File: src/hdl/i2cbm_pkg.sv
// Package with the request and result types and the shared constants of the I2C master.
package i2cbm_pkg;

    localparam int CMD_W      = 3;
    localparam int BYTE_W     = 8;
    localparam int CFG_IDX_W  = 2;
    localparam int CFG_DATA_W = 8;

    localparam logic [CMD_W-1:0] CMD_TICK  = 3'd0;
    localparam logic [CMD_W-1:0] CMD_START = 3'd1;
    localparam logic [CMD_W-1:0] CMD_STOP  = 3'd2;
    localparam logic [CMD_W-1:0] CMD_WRITE = 3'd3;
    localparam logic [CMD_W-1:0] CMD_READ  = 3'd4;

    localparam logic [CFG_IDX_W-1:0] CFG_HALF_PERIOD = 2'd0;
    localparam logic [CFG_IDX_W-1:0] CFG_POLL_LIMIT  = 2'd1;

    localparam logic [BYTE_W-1:0] HALF_PERIOD_RESET = 8'd80;
    localparam logic [BYTE_W-1:0] POLL_LIMIT_RESET  = 8'd50;

    typedef struct packed {
        logic [CMD_W-1:0]  cmd;
        logic [BYTE_W-1:0] data_byte;
        logic              send_ack;
        logic              sda_in;
    } req_t;

    typedef struct packed {
        logic              scl_level;
        logic              sda_level;
        logic              sda_enable;
        logic              busy_res;
        logic              done_res;
        logic [BYTE_W-1:0] read_data;
        logic              ack_seen;
        logic              cmd_rejected;
    } res_t;

endpackage

File: src/hdl/i2c_bit_level_master.sv
// Byte-level I2C master that sequences SCL and SDA phases from tick requests.
// A request's result enters the output register in the cycle after acceptance.
// Throughput: one request per cycle; the single next-state pass and the result register
// set this, and a request is taken whenever the result register is empty or being read.
// Bus timing is set by half_period_reg ticks per half-phase, not by the clock rate.
// Reset: bus released (SCL high, SDA not driven), idle, registers at 80 and 50.
module i2c_bit_level_master
    import i2cbm_pkg::*;
(
    input  logic                  clk,
    input  logic                  rst_n,
    input  logic                  in_valid,
    output logic                  in_ready,
    input  req_t                  in_data,
    output logic                  out_valid,
    input  logic                  out_ready,
    output res_t                  out_data,
    input  logic                  cfg_we,
    input  logic [CFG_IDX_W-1:0]  cfg_index,
    input  logic [CFG_DATA_W-1:0] cfg_wdata
);

    localparam logic [3:0] PH_IDLE = 4'd0;
    localparam logic [3:0] PH_SA   = 4'd1;
    localparam logic [3:0] PH_SB   = 4'd2;
    localparam logic [3:0] PH_SC   = 4'd3;
    localparam logic [3:0] PH_PA   = 4'd4;
    localparam logic [3:0] PH_PB   = 4'd5;
    localparam logic [3:0] PH_WL   = 4'd6;
    localparam logic [3:0] PH_WH   = 4'd7;
    localparam logic [3:0] PH_WT   = 4'd8;
    localparam logic [3:0] PH_AS   = 4'd9;
    localparam logic [3:0] PH_AP   = 4'd10;
    localparam logic [3:0] PH_AF   = 4'd11;
    localparam logic [3:0] PH_RL   = 4'd12;
    localparam logic [3:0] PH_RH   = 4'd13;
    localparam logic [3:0] PH_RT   = 4'd14;

    logic [BYTE_W-1:0] half_period_reg;
    logic [BYTE_W-1:0] poll_limit_reg;

    logic [3:0]        phase_reg, phase_next;
    logic [3:0]        bit_count_reg, bit_count_next;
    logic [BYTE_W-1:0] shift_reg, shift_next;
    logic [BYTE_W-1:0] tick_count_reg, tick_count_next;
    logic [BYTE_W-1:0] poll_count_reg, poll_count_next;
    logic              scl_reg, scl_next;
    logic              sda_reg, sda_next;
    logic              sda_oe_reg, sda_oe_next;
    logic              ack_reg, ack_next;
    logic              ack_choice_reg, ack_choice_next;
    logic [BYTE_W-1:0] last_read_reg, last_read_next;

    logic              out_valid_reg;
    res_t              out_data_reg, out_data_next;

    logic              accept;
    logic              done;
    logic              rejected;
    logic [BYTE_W-1:0] hp;
    logic [BYTE_W-1:0] lim;
    logic [BYTE_W-1:0] tick_inc;
    logic [BYTE_W-1:0] poll_inc;
    logic [3:0]        bit_inc;

    assign in_ready  = !out_valid_reg || out_ready;
    assign accept    = in_valid && in_ready;
    assign out_valid = out_valid_reg;
    assign out_data  = out_data_reg;

    assign hp       = (half_period_reg == '0) ? BYTE_W'(1) : half_period_reg;
    assign lim      = (poll_limit_reg == '0) ? BYTE_W'(1) : poll_limit_reg;
    assign tick_inc = tick_count_reg + BYTE_W'(1);
    assign poll_inc = poll_count_reg + BYTE_W'(1);
    assign bit_inc  = bit_count_reg + 4'd1;

    always_comb
    begin
        phase_next      = phase_reg;
        bit_count_next  = bit_count_reg;
        shift_next      = shift_reg;
        tick_count_next = tick_count_reg;
        poll_count_next = poll_count_reg;
        scl_next        = scl_reg;
        sda_next        = sda_reg;
        sda_oe_next     = sda_oe_reg;
        ack_next        = ack_reg;
        ack_choice_next = ack_choice_reg;
        last_read_next  = last_read_reg;
        done            = 1'b0;
        rejected        = 1'b0;

        if (in_data.cmd == CMD_TICK)
        begin
            if (phase_reg != PH_IDLE)
            begin
                tick_count_next = tick_inc;
                if (tick_inc >= hp)
                begin
                    tick_count_next = '0;
                    case (phase_reg)
                        PH_SA:
                        begin
                            sda_next   = 1'b0;
                            phase_next = PH_SB;
                        end
                        PH_SB:
                        begin
                            scl_next   = 1'b0;
                            phase_next = PH_SC;
                        end
                        PH_SC:
                        begin
                            phase_next = PH_IDLE;
                            done       = 1'b1;
                        end
                        PH_PA:
                        begin
                            sda_next   = 1'b1;
                            phase_next = PH_PB;
                        end
                        PH_PB:
                        begin
                            sda_oe_next = 1'b0;
                            phase_next  = PH_IDLE;
                            done        = 1'b1;
                        end
                        PH_WL:
                        begin
                            scl_next   = 1'b1;
                            phase_next = PH_WH;
                        end
                        PH_WH:
                        begin
                            scl_next   = 1'b0;
                            phase_next = PH_WT;
                        end
                        PH_WT:
                        begin
                            bit_count_next = bit_inc;
                            if (bit_inc < 4'd8)
                            begin
                                sda_next   = shift_reg[BYTE_W-1];
                                shift_next = {shift_reg[BYTE_W-2:0], 1'b0};
                                phase_next = PH_WL;
                            end
                            else
                            begin
                                sda_oe_next     = 1'b0;
                                sda_next        = 1'b1;
                                poll_count_next = '0;
                                phase_next      = PH_AS;
                            end
                        end
                        PH_AS:
                        begin
                            scl_next   = 1'b1;
                            phase_next = PH_AP;
                        end
                        PH_AP:
                        begin
                            if (!in_data.sda_in)
                            begin
                                ack_next   = 1'b1;
                                scl_next   = 1'b0;
                                phase_next = PH_AF;
                            end
                            else
                            begin
                                poll_count_next = poll_inc;
                                if (poll_inc >= lim)
                                begin
                                    ack_next   = 1'b0;
                                    scl_next   = 1'b0;
                                    phase_next = PH_AF;
                                end
                            end
                        end
                        PH_AF:
                        begin
                            sda_oe_next = 1'b1;
                            phase_next  = PH_IDLE;
                            done        = 1'b1;
                        end
                        PH_RL:
                        begin
                            scl_next   = 1'b1;
                            phase_next = PH_RH;
                        end
                        PH_RH:
                        begin
                            if (bit_count_reg < 4'd8)
                            begin
                                shift_next = {shift_reg[BYTE_W-2:0], in_data.sda_in};
                            end
                            scl_next   = 1'b0;
                            phase_next = PH_RT;
                        end
                        PH_RT:
                        begin
                            bit_count_next = bit_inc;
                            if (bit_inc < 4'd8)
                            begin
                                phase_next = PH_RL;
                            end
                            else if (bit_inc == 4'd8)
                            begin
                                sda_oe_next = 1'b1;
                                sda_next    = !ack_choice_reg;
                                phase_next  = PH_RL;
                            end
                            else
                            begin
                                last_read_next = shift_reg;
                                phase_next     = PH_IDLE;
                                done           = 1'b1;
                            end
                        end
                        default:
                        begin
                            phase_next = PH_IDLE;
                        end
                    endcase
                end
            end
        end
        else if (phase_reg != PH_IDLE || in_data.cmd > CMD_READ)
        begin
            rejected = 1'b1;
        end
        else
        begin
            tick_count_next = '0;
            case (in_data.cmd)
                CMD_START:
                begin
                    sda_oe_next = 1'b1;
                    sda_next    = 1'b1;
                    scl_next    = 1'b1;
                    phase_next  = PH_SA;
                end
                CMD_STOP:
                begin
                    sda_oe_next = 1'b1;
                    sda_next    = 1'b0;
                    scl_next    = 1'b1;
                    phase_next  = PH_PA;
                end
                CMD_WRITE:
                begin
                    sda_oe_next    = 1'b1;
                    ack_next       = 1'b0;
                    bit_count_next = '0;
                    sda_next       = in_data.data_byte[BYTE_W-1];
                    shift_next     = {in_data.data_byte[BYTE_W-2:0], 1'b0};
                    phase_next     = PH_WL;
                end
                default:
                begin
                    sda_oe_next     = 1'b0;
                    shift_next      = '0;
                    bit_count_next  = '0;
                    ack_choice_next = in_data.send_ack;
                    phase_next      = PH_RL;
                end
            endcase
        end

        out_data_next.scl_level    = scl_next;
        out_data_next.sda_level    = sda_next;
        out_data_next.sda_enable   = sda_oe_next;
        out_data_next.busy_res     = (phase_next != PH_IDLE);
        out_data_next.done_res     = done;
        out_data_next.read_data    = last_read_next;
        out_data_next.ack_seen     = ack_next;
        out_data_next.cmd_rejected = rejected;
    end

    always_ff @(posedge clk or negedge rst_n)
    begin
        if (!rst_n)
        begin
            half_period_reg <= HALF_PERIOD_RESET;
            poll_limit_reg  <= POLL_LIMIT_RESET;
        end
        else if (cfg_we)
        begin
            if (cfg_index == CFG_HALF_PERIOD)
            begin
                half_period_reg <= cfg_wdata;
            end
            else if (cfg_index == CFG_POLL_LIMIT)
            begin
                poll_limit_reg <= cfg_wdata;
            end
        end
    end

    always_ff @(posedge clk or negedge rst_n)
    begin
        if (!rst_n)
        begin
            phase_reg      <= PH_IDLE;
            bit_count_reg  <= '0;
            shift_reg      <= '0;
            tick_count_reg <= '0;
            poll_count_reg <= '0;
            scl_reg        <= 1'b1;
            sda_reg        <= 1'b1;
            sda_oe_reg     <= 1'b0;
            ack_reg        <= 1'b0;
            ack_choice_reg <= 1'b0;
            last_read_reg  <= '0;
        end
        else if (accept)
        begin
            phase_reg      <= phase_next;
            bit_count_reg  <= bit_count_next;
            shift_reg      <= shift_next;
            tick_count_reg <= tick_count_next;
            poll_count_reg <= poll_count_next;
            scl_reg        <= scl_next;
            sda_reg        <= sda_next;
            sda_oe_reg     <= sda_oe_next;
            ack_reg        <= ack_next;
            ack_choice_reg <= ack_choice_next;
            last_read_reg  <= last_read_next;
        end
    end

    always_ff @(posedge clk or negedge rst_n)
    begin
        if (!rst_n)
        begin
            out_valid_reg <= 1'b0;
        end
        else if (accept)
        begin
            out_valid_reg <= 1'b1;
        end
        else if (out_ready)
        begin
            out_valid_reg <= 1'b0;
        end
    end

    always_ff @(posedge clk)
    begin
        if (accept)
        begin
            out_data_reg <= out_data_next;
        end
    end

endmodule

File: config.mk
export PLATFORM = sky130hd
export DESIGN_NAME = i2c_bit_level_master
export DESIGN_NICKNAME = d
export VERILOG_FILES = /design/src/hdl/i2cbm_pkg.sv /design/src/hdl/i2c_bit_level_master.sv
export SDC_FILE = /design/constraint.sdc
export NUM_CORES = 1
export LEC_CHECK = 0
export ABC_AREA = 1
export ABC_CLOCK_PERIOD_IN_PS = 3500
export BUFFER_PORTS_ARGS = -buffer_cell sky130_fd_sc_hd__buf_2
export CORE_MARGIN = 8
export CORE_UTILIZATION = 55
export DETAILED_ROUTE_END_ITERATION = 12
export HOLD_SLACK_MARGIN = 0.12
export PLACE_DENSITY = 0.75
export SLEW_MARGIN = 20
export SYNTH_ARGS = -nofsm -noshare
export SYNTH_HDL_FRONTEND = slang
export SYNTH_SLANG_ARGS = --single-unit
File: constraint.sdc
create_clock -name clk -period 3.5 [get_ports clk]
set_input_delay 0.7 -clock clk [delete_from_list [all_inputs] [get_ports clk]]
set_output_delay 0.7 -clock clk [all_outputs]
set_load 0.03 [all_outputs]
==> results.json <==
{
  "outcome": "finished, final reports clean",
  "die_x_um": 108,
  "synth_seq_area_share_pct": 43.4,
  "required_ns": 3.74,
  "gp_congestion": 0.906,
  "cts_tree": "built",
  "async_flop_share_pct": 80.5,
  "antenna_found_initial": 0,
  "setup_viol": 0,
  "ios": 45,
  "place_area_mm2": 0.00494,
  "cts-resized-gates": 0,
  "critPathLaunchType": "register",
  "grt_max_degree": 30,
  "fillCellCount": 726,
  "arrival_ns": 3.38,
  "row_count": 33,
  "cts_inserted_buffers": 9,
  "pwr-share-comb_pct": 38.5,
  "first_global_vias": 3809,
  "ys.flop_type": "dfrtp_1",
  "vias_per_cell": 5.33,
  "syn_inst": 580,
  "clock.fmax_mhz": 318,
  "grt_util_all_layers_pct": 19.6,
  "p_leak_nw": 2.64,
  "drtPass1Iterations": 7,
  "place_hpwl_um": 8280,
  "hp-class": "primary input to async pin",
  "cellPowerDensity_mw_per_mm2": 644,
  "clockBufferDepth": 2,
  "design_area_mm2": 0.00516,
  "num_antenna_cells": 0,
  "start_util_pct": 56.6,
  "drtIter0Drc": 129,
  "wirelength_um": 10700,
  "slew_headroom_pct": 54.4,
  "peakVddDrop_mv": 0.288,
  "hold_viol_final": 0,
  "area_delta_synth_final_pct": 11.4,
  "clock_skew_ns": 0.0147,
  "cap_violations": 0,
  "ff2ff_setup_slack_ns": 0.36,
  "synth_edf_count": 15,
  "swShare_pct": 42.5,
  "largest_reg_flops": 15,
  "synth_seq_cells": 77,
  "ctsHoldBuffers": 0,
  "period_share_pct": 89.8,
  "crit_start": "tick_count_reg[0]",
  "globalRoute.totalOverflow": 0,
  "insertion_delay_ns": 0.35,
  "cts_max_level": 3,
  "p_int_mw": 1.91,
  "avgSynthCellArea_um2": 7.98,
  "postCtsSetupBuffers": 0,
  "period_minus_slack_ns": 3.14,
  "grt_pass1_wl_um": 18300,
  "yosys_warnings": 0,
  "worst_pin_slew_ns": 0.681,
  "synth_area_mm2": 0.00463,
  "clock-root-buffer": "clkbuf_8",
  "dieHeight_um": 108,
  "synthesis.nets": 627,
  "critPathCaptureType": "register",
  "yosysTopAreaCellShare_pct": 29.7,
  "nets": 676,
  "p_clk_share_pct": 21.9,
  "seqPwrFrac_pct": 39.6,
  "drc": 0,
  "clk_pin_slew_ns": 0.09,
  "core_mm2": 0.00818,
  "rsz0062_at_grt": "false",
  "final_antenna_net_count": 0,
  "port_buffers": 44,
  "die_area_mm2": 0.0116,
  "crit_fanout": 16,
  "synth_cell_types": 46,
  "ys_top_cells_by_area": "dfrtp_1, nand2_1, edfxtp_1, inv_1, ha_1",
  "layout-drive-gt1-share_pct": 17.8,
  "yosysTopAreaCell": "dfrtp_1",
  "wl_per_cell_um": 14.5,
  "cts_sinks": 77,
  "vias": 3942,
  "timing_worst_setup_path_type": "register to register",
  "tns_ns": 0,
  "p_switching_mw": 1.41,
  "maxSlewViolCount": 0,
  "r2r_start": "tick_count_reg[0]"
}
## power by group through the flow
stage	Sequential [mW]	Clock (mW)	Combinational, mW
final	1.32	0.726	1.28
after global routing	1.34	0.793	1.45
after CTS	1.32	0.751	1.28
after detailed placement	1.33	0	1.27
after global placement	1.33	0	1.25
after floorplan	1.34	0	0.937
## cell usage in the layout (no fill, tap or decap), drive strengths merged
cell | synthesis | layout
o211ai | 3 | 3
a21oi | 8 | 8
o31ai | 2 | 2
bufinv | 0 | 1
nand3b | 2 | 2
buf | 5 | 48
o21ai | 69 | 69
o21bai | 1 | 1
inv | 98 | 102
clkinv | 2 | 4
a211oi | 1 | 1
nand4 | 8 | 8
nand3 | 32 | 32
a21o | 2 | 2
nor2 | 45 | 45
a41o | 2 | 2
nor4 | 4 | 4
dfrtp | 55 | 55
o22ai | 6 | 6
nor3 | 6 | 6
dfstp | 7 | 7
clkbuf | 5 | 9
nand2 | 164 | 164
a31oi | 1 | 1
a22o | 7 | 7
o21a | 1 | 1
mux2 | 1 | 1
edfxtp | 15 | 15
xor2 | 9 | 9
ha | 19 | 19
## worst max-delay path, cell delays in order, from the launching register on
cell and delay, ns:
dfrtp_1 0.41, ha_1 0.21, nand3_1 0.13, nand3b_1 0.21
xor2_1 0.19, inv_1 0.06, ha_1 0.27, nand2_1 0.06
nor2_1 0.16, nand4_1 0.10, nand3_1 0.34, inv_1 0.17
nand2_1 0.19, nand4_4 0.30, nand2_1 0.17, o21ai_2 0.06
## through the flow
stage	total power [mW]	hold WS [ns]	instances	utilization (%)	worst slack (ns)
CTS	3.34	0.376	739	63.1	0.389
floorplan	2.28	0.404	580	-	0.921
global route	3.58	0.401	739	63.1	0.0756
global placement	2.57	0.457	723	60.5	0.485
detailed placement	2.60	0.462	723	60.5	0.425
finish	3.32	0.368	739	63.1	0.355
## synthesized netlist by cell type, types with 2 or more instances
library cell,count
nand2_1,154
inv_1,91
dfrtp_1,55
o21ai_0,47
nor2_1,37
nand3_1,31
ha_1,19
edfxtp_1,15
o21ai_1,13
xor2_1,9
a21oi_1,8
o21ai_2,8
a22o_1,7
dfstp_2,7
nand4_1,7
inv_2,6
nand2_2,6
o22ai_1,6
clkbuf_1,5
nor3_1,5
nand2_4,4
nor2_4,4
buf_6,3
nor2_2,3
o211ai_1,3
a21o_1,2
a41o_1,2
clkinv_2,2
nand3b_1,2
nor4_1,2
o31ai_1,2
## final cells by class
class	count	area, um2	area share [%]
multi-input combinational	393	2170	42.1
sequential	77	2010	39.0
inverter	100	380	7.38
timing repair buffer	48	250	4.85
tap	105	131	2.55
clock buffer	9	124	2.40
clock inverter	7	87.6	1.70
## routing by layer
layer | track usage (%) | vias to the layer above | share of wire, %
met4 | 7.33 | 0 | 1.8
li1 | - | 1976 | -
met5 | 0 | - | 0
met3 | 4.25 | 15 | 4.1
met2 | 31.9 | 83 | 49
met1 | 25.0 | 1868 | 45
## worst paths after layout
kind,endpoint,cells after the start
max,shift_reg[6],15
min,tick_count_reg[6],1
max reg2reg,shift_reg[6],15
min reg2reg,sda_reg,2
max in group asynchronous,sda_reg,2
min in group clk,sda_reg,2
## cells by family after synthesis
family,after synthesis,share of synthesized area [%]
adders and majority gates,19,5.14
DFF,77,43.4
AOI/OAI and AO/OA,103,13.5
xor gates and xnor gates,9,1.70
buffers and inverters,110,9.62
and+or+nand+nor,261,26.3
muxes,1,0.243
(Power assumes the default switching activity.)
